===== src/design/smc_pkg.sv =====
package smc_pkg;

  // Stack geometry; the count width follows from the depth.
  localparam int unsigned STACK_DEPTH = 16;
  localparam int unsigned CNT_W       = $clog2(STACK_DEPTH + 1);
  localparam int unsigned LEVEL_W     = 5;
  localparam int unsigned WIDE_W      = 49;

  typedef logic signed [31:0] q16_t;
  typedef logic signed [WIDE_W-1:0] wide_t;

  typedef enum logic [2:0] {
    OP_INVALID = 3'd0,
    OP_PUSH    = 3'd1,
    OP_ADD     = 3'd2,
    OP_SUB     = 3'd3,
    OP_MUL     = 3'd4,
    OP_DIV     = 3'd5,
    OP_OUT     = 3'd6,
    OP_HALT    = 3'd7
  } op_e;

  typedef enum logic [2:0] {
    ST_OK        = 3'd0,
    ST_OUTPUT    = 3'd1,
    ST_HALTED    = 3'd2,
    ST_UNDERFLOW = 3'd3,
    ST_OVERFLOW  = 3'd4,
    ST_DIVZERO   = 3'd5,
    ST_INVALID   = 3'd6
  } status_e;

  typedef enum logic [1:0] {
    CELL_HOLD = 2'd0,
    CELL_PUSH = 2'd1,
    CELL_POP  = 2'd2
  } cell_cmd_e;

  typedef enum logic [2:0] {
    S_IDLE   = 3'd0,
    S_DECODE = 3'd1,
    S_MUL    = 3'd2,
    S_DIV    = 3'd3,
    S_FINISH = 3'd4
  } state_e;

  typedef struct packed {
    op_e  operation;
    q16_t immediate;
  } in_t;

  typedef struct packed {
    status_e            status;
    q16_t               result_value;
    logic [LEVEL_W-1:0] stack_level;
  } out_t;

  localparam wide_t Q_MAX = wide_t'(64'sd2147483647);
  localparam wide_t Q_MIN = -wide_t'(64'sd2147483648);

  // Clamp a wide signed intermediate to the Q16.16 range.
  function automatic q16_t sat_q(input wide_t v);
    q16_t r;
    if (v > Q_MAX) begin
      r = 32'sh7FFF_FFFF;
    end else if (v < Q_MIN) begin
      r = 32'sh8000_0000;
    end else begin
      r = v[31:0];
    end
    return r;
  endfunction

endpackage


===== src/design/smc_cell.sv =====
module smc_cell (
  input  logic                 clk_i,
  input  smc_pkg::cell_cmd_e   cmd_i,
  input  smc_pkg::q16_t        up_i,
  input  smc_pkg::q16_t        down_i,
  output smc_pkg::q16_t        val_o
);
  import smc_pkg::*;

  q16_t val_q;
  q16_t val_d;

  // A push takes the entry from the neighbor nearer the top, a pop the one below.
  always_comb begin
    case (cmd_i)
      CELL_PUSH: val_d = up_i;
      CELL_POP:  val_d = down_i;
      default:   val_d = val_q;
    endcase
  end

  always_ff @(posedge clk_i) begin
    val_q <= val_d;
  end

  assign val_o = val_q;

endmodule


===== src/design/smc_div.sv =====
module smc_div (
  input  logic          clk_i,
  input  logic          rst_ni,
  input  logic          start_i,
  input  smc_pkg::q16_t dividend_i,
  input  smc_pkg::q16_t divisor_i,
  output logic          done_o,
  output smc_pkg::q16_t quotient_o
);
  import smc_pkg::*;

  localparam int unsigned NUM_W  = 48;
  localparam int unsigned STEP_W = $clog2(NUM_W);
  localparam logic [STEP_W-1:0] LAST_STEP = STEP_W'(NUM_W - 1);

  logic              busy_q, busy_d;
  logic              done_q, done_d;
  logic [STEP_W-1:0] step_q, step_d;
  logic [32:0]       rem_q, rem_d;
  logic [NUM_W-1:0]  quo_q, quo_d;
  logic [31:0]       den_q, den_d;
  logic              neg_q, neg_d;

  logic [31:0] dvd_mag;
  logic [31:0] dsr_mag;
  logic [32:0] rem_shift;
  logic        ge;
  wide_t       signed_quo;

  assign dvd_mag = dividend_i[31] ? (~dividend_i + 32'd1) : dividend_i;
  assign dsr_mag = divisor_i[31] ? (~divisor_i + 32'd1) : divisor_i;

  // Restoring division on magnitudes: one quotient bit per cycle, the
  // numerator bits shift out of the quotient register as quotient bits enter.
  assign rem_shift = {rem_q[31:0], quo_q[NUM_W-1]};
  assign ge        = rem_shift >= {1'b0, den_q};

  always_comb begin
    busy_d = busy_q;
    done_d = 1'b0;
    step_d = step_q;
    rem_d  = rem_q;
    quo_d  = quo_q;
    den_d  = den_q;
    neg_d  = neg_q;
    if (start_i) begin
      busy_d = 1'b1;
      step_d = '0;
      rem_d  = '0;
      quo_d  = {dvd_mag, 16'b0};
      den_d  = dsr_mag;
      neg_d  = dividend_i[31] ^ divisor_i[31];
    end else if (busy_q) begin
      rem_d  = ge ? (rem_shift - {1'b0, den_q}) : rem_shift;
      quo_d  = {quo_q[NUM_W-2:0], ge};
      step_d = step_q + STEP_W'(1);
      if (step_q == LAST_STEP) begin
        busy_d = 1'b0;
        done_d = 1'b1;
      end
    end
  end

  always_ff @(posedge clk_i or negedge rst_ni) begin
    if (!rst_ni) begin
      busy_q <= 1'b0;
      done_q <= 1'b0;
      step_q <= '0;
    end else begin
      busy_q <= busy_d;
      done_q <= done_d;
      step_q <= step_d;
    end
  end

  always_ff @(posedge clk_i) begin
    rem_q <= rem_d;
    quo_q <= quo_d;
    den_q <= den_d;
    neg_q <= neg_d;
  end

  assign signed_quo = neg_q ? -wide_t'({1'b0, quo_q}) : wide_t'({1'b0, quo_q});
  assign quotient_o = sat_q(signed_quo);
  assign done_o     = done_q;

endmodule


===== src/design/stack_machine_calculator.sv =====
// Q16.16 stack calculator, one instruction per input beat and one result
// beat per instruction. The stack is a row of cells that shift toward or away
// from the top, so the two top entries are always at fixed places. Push, add,
// subtract, out, halt and every fault pass S_IDLE, S_DECODE and S_FINISH;
// multiply adds S_MUL for the register after the 32x32 multiplier; divide
// waits in S_DIV for the divider, which yields one quotient bit a cycle.
// The next input beat is taken in the cycle after a result is loaded into the
// output register, even while that result still waits to be taken.
module stack_machine_calculator (
  input  logic          clk_i,
  input  logic          rst_ni,
  input  logic          in_valid_i,
  output logic          in_ready_o,
  input  smc_pkg::in_t  in_data_i,
  output logic          out_valid_o,
  input  logic          out_ready_i,
  output smc_pkg::out_t out_data_o
);
  import smc_pkg::*;

  state_e           state_q, state_d;
  logic [CNT_W-1:0] count_q, count_d;
  logic             out_valid_q, out_valid_d;
  out_t             out_q, out_d;
  op_e              op_q, op_d;
  q16_t             imm_q, imm_d;
  status_e          status_q, status_d;
  q16_t             res_q, res_d;
  logic signed [63:0] prod_q, prod_d;

  q16_t      cell_val [STACK_DEPTH];
  cell_cmd_e top_cmd;
  cell_cmd_e rest_cmd;
  q16_t      new_top;

  q16_t  top_val;
  q16_t  second_val;
  logic  div_start;
  logic  div_done;
  q16_t  div_quo;
  logic  load_out;
  logic  full;
  logic  below_two;
  wide_t add_wide;
  wide_t sub_wide;

  assign top_val    = cell_val[0];
  assign second_val = cell_val[1];
  assign full       = count_q == CNT_W'(STACK_DEPTH);
  assign below_two  = count_q < CNT_W'(2);
  assign add_wide   = wide_t'(second_val) + wide_t'(top_val);
  assign sub_wide   = wide_t'(second_val) - wide_t'(top_val);
  assign new_top    = (op_q == OP_PUSH) ? imm_q : res_q;

  for (genvar i = 0; i < STACK_DEPTH; i++) begin : g_cell
    q16_t up_val;
    q16_t down_val;
    if (i == 0) begin : g_top
      assign up_val = new_top;
    end else begin : g_mid
      assign up_val = cell_val[i-1];
    end
    if (i == STACK_DEPTH - 1) begin : g_last
      assign down_val = '0;
    end else begin : g_inner
      assign down_val = cell_val[i+1];
    end
    smc_cell u_cell (
      .clk_i  (clk_i),
      .cmd_i  ((i == 0) ? top_cmd : rest_cmd),
      .up_i   (up_val),
      .down_i (down_val),
      .val_o  (cell_val[i])
    );
  end

  smc_div u_div (
    .clk_i      (clk_i),
    .rst_ni     (rst_ni),
    .start_i    (div_start),
    .dividend_i (second_val),
    .divisor_i  (top_val),
    .done_o     (div_done),
    .quotient_o (div_quo)
  );

  always_comb begin
    state_d     = state_q;
    count_d     = count_q;
    out_valid_d = out_valid_q;
    out_d       = out_q;
    op_d        = op_q;
    imm_d       = imm_q;
    status_d    = status_q;
    res_d       = res_q;
    prod_d      = prod_q;
    in_ready_o  = 1'b0;
    div_start   = 1'b0;
    load_out    = 1'b0;
    top_cmd     = CELL_HOLD;
    rest_cmd    = CELL_HOLD;

    if (out_valid_q && out_ready_i) begin
      out_valid_d = 1'b0;
    end

    case (state_q)
      S_IDLE: begin
        in_ready_o = 1'b1;
        if (in_valid_i) begin
          op_d    = in_data_i.operation;
          imm_d   = in_data_i.immediate;
          state_d = S_DECODE;
        end
      end
      S_DECODE: begin
        status_d = ST_OK;
        res_d    = '0;
        state_d  = S_FINISH;
        case (op_q)
          OP_PUSH: begin
            if (full) begin
              status_d = ST_OVERFLOW;
            end
          end
          OP_ADD, OP_SUB: begin
            if (below_two) begin
              status_d = ST_UNDERFLOW;
            end else begin
              res_d = sat_q((op_q == OP_ADD) ? add_wide : sub_wide);
            end
          end
          OP_MUL: begin
            if (below_two) begin
              status_d = ST_UNDERFLOW;
            end else begin
              prod_d  = 64'(second_val) * 64'(top_val);
              state_d = S_MUL;
            end
          end
          OP_DIV: begin
            if (below_two) begin
              status_d = ST_UNDERFLOW;
            end else if (top_val == '0) begin
              status_d = ST_DIVZERO;
            end else begin
              div_start = 1'b1;
              state_d   = S_DIV;
            end
          end
          OP_OUT: begin
            if (count_q == '0) begin
              status_d = ST_UNDERFLOW;
            end else begin
              status_d = ST_OUTPUT;
              res_d    = top_val;
            end
          end
          OP_HALT: status_d = ST_HALTED;
          default: status_d = ST_INVALID;
        endcase
      end
      S_MUL: begin
        // Arithmetic shift of the product floors toward minus infinity.
        res_d   = sat_q(wide_t'($signed(prod_q[63:16])));
        state_d = S_FINISH;
      end
      S_DIV: begin
        if (div_done) begin
          res_d   = div_quo;
          state_d = S_FINISH;
        end
      end
      S_FINISH: begin
        if (!out_valid_q || out_ready_i) begin
          load_out = 1'b1;
          case (status_q)
            ST_OK: begin
              if (op_q == OP_PUSH) begin
                top_cmd  = CELL_PUSH;
                rest_cmd = CELL_PUSH;
                count_d  = count_q + CNT_W'(1);
              end else begin
                // Binary operation: the result replaces the second entry.
                top_cmd  = CELL_PUSH;
                rest_cmd = CELL_POP;
                count_d  = count_q - CNT_W'(1);
              end
            end
            ST_OUTPUT: begin
              top_cmd  = CELL_POP;
              rest_cmd = CELL_POP;
              count_d  = count_q - CNT_W'(1);
            end
            ST_HALTED: count_d = '0;
            default:   count_d = count_q;
          endcase
          out_valid_d             = 1'b1;
          out_d.status            = status_q;
          out_d.result_value      = (status_q == ST_OUTPUT) ? res_q : '0;
          out_d.stack_level       = LEVEL_W'(count_d);
          state_d                 = S_IDLE;
        end
      end
      default: state_d = S_IDLE;
    endcase
  end

  always_ff @(posedge clk_i or negedge rst_ni) begin
    if (!rst_ni) begin
      state_q     <= S_IDLE;
      count_q     <= '0;
      out_valid_q <= 1'b0;
    end else begin
      state_q     <= state_d;
      count_q     <= count_d;
      out_valid_q <= out_valid_d;
    end
  end

  always_ff @(posedge clk_i) begin
    out_q    <= out_d;
    op_q     <= op_d;
    imm_q    <= imm_d;
    status_q <= status_d;
    res_q    <= res_d;
    prod_q   <= prod_d;
  end

  assign out_valid_o = out_valid_q;
  assign out_data_o  = out_q;

  a_count_bound: assert property (@(posedge clk_i) disable iff (!rst_ni)
    count_q <= CNT_W'(STACK_DEPTH))
    else $error("stack count exceeds the stack depth");

  a_div_done_in_div: assert property (@(posedge clk_i) disable iff (!rst_ni)
    div_done |-> state_q == S_DIV)
    else $error("divider finished outside the divide state");

  a_output_pops: assert property (@(posedge clk_i) disable iff (!rst_ni)
    (load_out && status_q == ST_OUTPUT) |=> count_q == $past(count_q) - CNT_W'(1))
    else $error("output beat did not pop one entry");

  a_halt_empties: assert property (@(posedge clk_i) disable iff (!rst_ni)
    (load_out && status_q == ST_HALTED) |=> count_q == '0 && out_q.stack_level == '0)
    else $error("halt left entries on the stack");

endmodule


===== config.mk =====
export PLATFORM = sky130hd
export DESIGN_NAME = stack_machine_calculator
export DESIGN_NICKNAME = d
export VERILOG_FILES = /design/src/design/smc_pkg.sv /design/src/design/smc_cell.sv /design/src/design/smc_div.sv /design/src/design/stack_machine_calculator.sv
export SDC_FILE = /design/constraint.sdc
export NUM_CORES = 2
export LEC_CHECK = 0
export ABC_CLOCK_PERIOD_IN_PS = 15100
export BUFFER_PORTS_ARGS = -buffer_cell sky130_fd_sc_hd__buf_4
export CORE_MARGIN = 3
export CORE_UTILIZATION = 61
export CTS_CLUSTER_DIAMETER = 200
export DETAILED_ROUTE_END_ITERATION = 10
export PLACE_DENSITY = 0.8
export SLEW_MARGIN = 20
export SYNTH_ARGS = -nofsm -noshare
export SYNTH_HDL_FRONTEND = slang
export SYNTH_SLANG_ARGS = --single-unit

===== constraint.sdc =====
create_clock -name clk_i -period 15.1 [get_ports clk_i]
set_input_delay 3.02 -clock clk_i [delete_from_list [all_inputs] [get_ports clk_i]]
set_output_delay 3.02 -clock clk_i [all_outputs]
set_load 0.1 [all_outputs]

---- Word level (Yosys, flattened, before mapping) ----
Index checks and enable logic that the tools add are counted.
cells by class
  multipliers ............................. 1
  eq/ne operators ......................... 22
  mux-type cells .......................... 74
  reduce and logical (&&, ||, !) cells .... 18
  bitwise gates (word level) .............. 4
  magnitude comparators ................... 8
  add/sub/neg operators ................... 9
operators by type and width
  cell                                                             count
  one-hot mux 32 bit (2 select lines)                              17
  two-way mux 32 bit                                               12
  greater-than comparator 49 x 32 -> 1 bit, second input constant  2
  < comparator 49 x 32 -> 1 bit, second input constant             2
  two-way mux 49 bit                                               2
  two-way mux 48 bit                                               2
  one-hot mux 32 bit (3 select lines)                              1
  adder 32 x 1 -> 32 bit, second input constant                    2
  multiplier 32 x 32 -> 64 bit                                     1
  inverter 32 bit                                                  2
  negator 48 -> 49 bit                                             1
  greater-than comparator 48 x 32 -> 1 bit, second input constant  1
  < comparator 48 x 32 -> 1 bit, second input constant             1
  adder 32 x 32 -> 33 bit                                          1
  greater-or-equal comparator 33 x 32 -> 1 bit                     1
  subtractor 32 x 32 -> 33 bit                                     1
  logical NOT 32 bit                                               1
  subtractor 32 bit                                                1
  two-way mux 31 bit                                               1
  one-hot mux 3 bit (5 select lines)                               2
  two-way mux 3 bit                                                9
  equality test 3 x 2 -> 1 bit, second input constant              5
  equality test 3 bit, second input constant                       5
  one-hot mux 5 bit (3 select lines)                               1
  30 further kinds                                                 62
storage, ports and cells
  output and inout port bits .............. 42
  register bits after elaboration ......... 816
  input bits .............................. 39

---- Logic depth before layout (Yosys ltp) ----
  word-level depth ........................ 8
  mapped depth ............................ 31
  depth with buffers taken out ............ 29

---- Modules after synthesis ----
Synthesis repeated with hierarchy kept, for this count alone.
second synthesis, totals
  cells, all modules ...................... 7,116
  area total of the unflattened synthesis .. 79,760.2 um^2
modules (own cells, without submodules)
  module                    area an instance (um^2)  times used  cells an instance
  stack_machine_calculator  45,926.5                 1           4,874
  smc_cell                  1,525.2                  16          71
  smc_div                   9,430.3                  1           1,106

---- Worst setup path before layout ----
No wires, ideal clock.
  path kind ............................... input to register
  start point ............................. input port out_ready_i
  end point ............................... register g_cell[10].u_cell.val_q[0] (enable)
  data required time ...................... 14.271 ns
  stages on the path ...................... 6
  library setup time ...................... 0.829 ns
  arrival ................................. 14.154 ns
  path slack .............................. 0.117 ns
  path through ............................ nand2b_1 > nand3_1 > clkinv_1 > nand3_1 > ha_1 > inv_1
between the ends
  word-level cells in the longest chain between the ends .. 5
  elaborated cells between the ends (all ways) .. 6
  those cells by class .................... eq/ne (2); mux (2); reduce/logical (2)
RTL lines
  item                                                                        RTL line                         RTL
  start, declared                                                             stack_machine_calculator.sv:16   input logic out_ready_i,
  logical OR 1 bit *                                                          stack_machine_calculator.sv:175  if (!out_valid_q || out_ready_i) begin
  two-way mux 2 bit *                                                         stack_machine_calculator.sv:175
  two-way mux 2 bit *                                                         stack_machine_calculator.sv:107  case (state_q)
  equality test 2 x 1 -> 1 bit / equality test 2 bit (equally long branches)  smc_cell.sv:15                   case (cmd_i)
  nonzero test 2 bit (no source line) *                                       --
  end signal, assigned                                                        smc_cell.sv:23                   val_q <= val_d;
  end, declared                                                               smc_cell.sv:10                   q16_t val_q;
Every way passes the cells marked *; elsewhere a longest branch is shown, timed or not.
A chain may end at the register's enable or synchronous reset.

---- Worst setup path after layout ----
  start point ............................. register g_cell[1].u_cell.val_q[31]
  end point ............................... register prod_q[62], data pin
between the ends
  word-level cells in the longest chain between the ends .. 1
RTL lines
  item                          RTL line                         RTL
  start, declared               smc_cell.sv:10
  start signal, assigned        smc_cell.sv:23
  multiplier 32 x 32 -> 64 bit  stack_machine_calculator.sv:137  prod_d = 64'(second_val) * 64'(top_val);
  end signal, assigned          stack_machine_calculator.sv:227  prod_q <= prod_d;
  end, declared                 stack_machine_calculator.sv:29   logic signed [63:0] prod_q, prod_d;
No other way between the ends.

==> flow_metrics.tcl <==
set metrics [dict create \
    crit_family "adder cells" \
    ctsHoldBuffers 0 \
    routabilityCongestion 0.936 \
    fin_crit_sh 0.626 \
    fp.dieW_um 357 \
    cp_common_cell "fa_1" \
    layout_commonest_cell "inv_1" \
    yosys_warnings 0 \
    fillers 9054 \
    gr-usage-all-layers 0.304 \
    htree_levels 3 \
    layout-drive-gt1-share 0.118 \
    critPathMaxFanout 40 \
    grt_pass1_wl_um 299000 \
    syn_to_final_growth_pct 6.17 \
    start_kind "register" \
    synth-edff-count 735 \
    routedWlPerCell_um 22.3 \
    die_h_um 357 \
    required_ns 15.52 \
    clkLatencyLatePin_ns 0.72 \
    worstSetupEndpointType "register" \
    cts_setup_buffers 0 \
    synthDistinctLibCells 85 \
    fin_nets 8077 \
    grt_remaining_overflow 0 \
    syn_area_sq_mm 0.0750 \
    coreArea_sq_mm 0.122 \
    finalSetupViolations 0 \
    path_class "reg2reg" \
    cts-resized-gates 0 \
    rsz0062_at_grt "false" \
    via_per_inst 5.99 \
    std_cell_rows 128 \
    worst_slew_pin_slew_ns 1.22 \
    synthArstFlopShare 0.0213 \
    cts_buffer_depth 3 \
    ys_ff_latch 800 \
    hold_path.class "reg2reg" \
    final.setup.tns_ns 0 \
    slew_headroom 0.185 \
    ys_seq_area_frac 0.313 \
    cts_root_buffer "clkbuf_16" \
    synth_ff_type "edfxtp_1" \
    arrival_ns 9.87 \
    cpPeakStageDelay_ns 0.72 \
    final_cell_mix "inv_1 (1,129), fa_1 (1,083), edfxtp_1 (735)" \
    postRouteAntennaNets 0 \
    synth_cells 6845 \
    start_util 0.615 \
    syn_nets 8220 \
    seqCellArea_sq_mm 0.0235 \
    fin_crit_ns 9.45 \
    detail_route.iter0.violations 4511 \
    dr_total_vias 50300 \
    die-area_sq_mm 0.127 \
    place.detailed.hpwl_um 130000 \
    grt_pass1_vias 53700 \
    status "completed" \
    drtPass1Iterations 8 \
    hold_viol_final 0 \
    skew_ns 0.0500 \
    clkSinkCount 800 \
    routed_wl_um 187000 \
    drv_slew 0 \
    crit_buf_inv 9 \
    syn_avg_cell_area_sq_um 11.0 \
    port_buffers 80 \
    fmax_mhz 106 \
    cts_buffers 86 \
    crit_slowest_cell "fa_1" \
    path_clk_slew_ns 0.06 \
    drv_cap 0 \
    antenna_found_initial 10 \
    drc_errors 0 \
    r2r_slack_ns 5.65 \
    cts_tree "built" \
    multi_input_area_sq_mm 0.0457 \
    grt_max_degree 197 \
    pin_count 81 \
]
Yosys cell counts (19+ instances only):
cell type / n / share of area
inv_1: 1132 / 0.057
fa_1: 1083 / 0.29
edfxtp_1: 735 / 0.29
nand2_1: 693 / 0.035
and2_1: 511 / 0.043
mux2_2: 446 / 0.067
clkbuf_1: 328 / 0.016
ha_1: 253 / 0.042
o21ai_0: 197 / 0.013
nor2_1: 170 / 0.0085
xnor2_1: 153 / 0.018
a21oi_1: 147 / 0.0098
xor2_1: 82 / 0.0096
nand3_1: 70 / 0.0047
mux2i_1: 58 / 0.0077
a21o_1: 50 / 0.0050
dfxtp_1: 48 / 0.013
nor2b_1: 48 / 0.0040
buf_1: 44 / 0.0022
nor3_1: 44 / 0.0029
o31ai_1: 44 / 0.0044
and3_1: 42 / 0.0035
nand2b_1: 37 / 0.0031
o211ai_1: 37 / 0.0037
nand4_1: 36 / 0.0030
a221oi_1: 34 / 0.0040
a211oi_1: 27 / 0.0027
buf_2: 27 / 0.0018
or3_1: 26 / 0.0022
nor4_1: 19 / 0.0016
o21a_1: 19 / 0.0019
final cells by class:
type	count	area share
Antenna cell	4	0.000126
Clock inverter	47	0.00613
Clock buffer	110	0.0282
Timing Repair Buffer	180	0.0177
Inverter	1135	0.0536
Tap cell	1625	0.0255
Sequential cell	800	0.295
Multi-Input combinational cell	4499	0.574
path summary, 6_finish.rpt:
kind	from	to	cells after the start
setup / recovery	g_cell[1].u_cell.val_o[31]	prod_q[62]	29
hold / removal	u_div.rem_q[7]	u_div.rem_q[7]	2
setup reg to reg	g_cell[1].u_cell.val_o[31]	prod_q[62]	29
hold reg to reg	u_div.rem_q[7]	u_div.rem_q[7]	2
max in group asynchronous	rst_ni	u_div.busy_q	1
min in group asynchronous	rst_ni	count_q[4]	1
sequential cells by signal, indices dropped and copies added (netlist names), 5 cells and up:
| signal | cells |
|---|---|
| g_cell.u_cell.val_o | 512 |
| prod_q | 48 |
| u_div.quo_q | 48 |
| out_data_o | 40 |
| imm_q | 32 |
| res_q | 32 |
| u_div.den_q | 32 |
| u_div.rem_q | 32 |
| u_div.step_q | 6 |
| count_q | 5 |
per-layer routing:
metal	track usage	vias up	share of wire
met1	0.392	25400	0.37
met2	0.484	2447	0.47
met4	0.147	2	0.053
met5	0.000755	-	0.000053
met3	0.0773	611	0.10
li1	-	21800	-
logic make-up (layout without fill, tap and decap cells):
| group | count (synthesis) | in the layout | synth area share |
|---|---|---|---|
| AO/OA/AOI/OAI | 675 | 675 | 0.0584 |
| XOR/XNOR | 235 | 235 | 0.0274 |
| adder cells (fa/ha/maj) | 1336 | 1336 | 0.331 |
| buffers and inverters | 1546 | 1472 | 0.0786 |
| flip-flops | 800 | 800 | 0.313 |
| multiplexers | 504 | 504 | 0.0747 |
| other | 0 | 4 | 0 |
| AND/OR/NAND/NOR | 1749 | 1749 | 0.117 |
per-stage QoR:
step / cell area (sq um) / util / setup WS (ns) / hold slack, ns / std cells
2_1_floorplan: 75000 / - / 0.117 / 0.450 / 6845
3_3_place_gp: 76800 / 0.631 / 5.91 / 0.475 / 8238
3_5_place_dp: 76800 / 0.631 / 5.70 / 0.488 / 8238
4_1_cts: 79600 / 0.653 / 5.67 / 0.501 / 8395
5_1_grt: 79600 / 0.653 / 5.11 / 0.521 / 8396
6_report: 79600 / 0.653 / 5.65 / 0.503 / 8400
worst register-to-register path: cells and delay by family (launching register included):
kind | cells | cell delay (ns)
adders and majority gates | 9 | 4.77
buffers and inverters | 9 | 2.04
AOI/OAI and AO/OA | 7 | 1.45
and+or+nand+nor | 3 | 0.44
DFF | 1 | 0.35
xor gates and xnor gates | 1 | 0.15
Power is not shown: default switching activity piles up to over one toggle a cycle in this logic, so the estimate is an artifact.
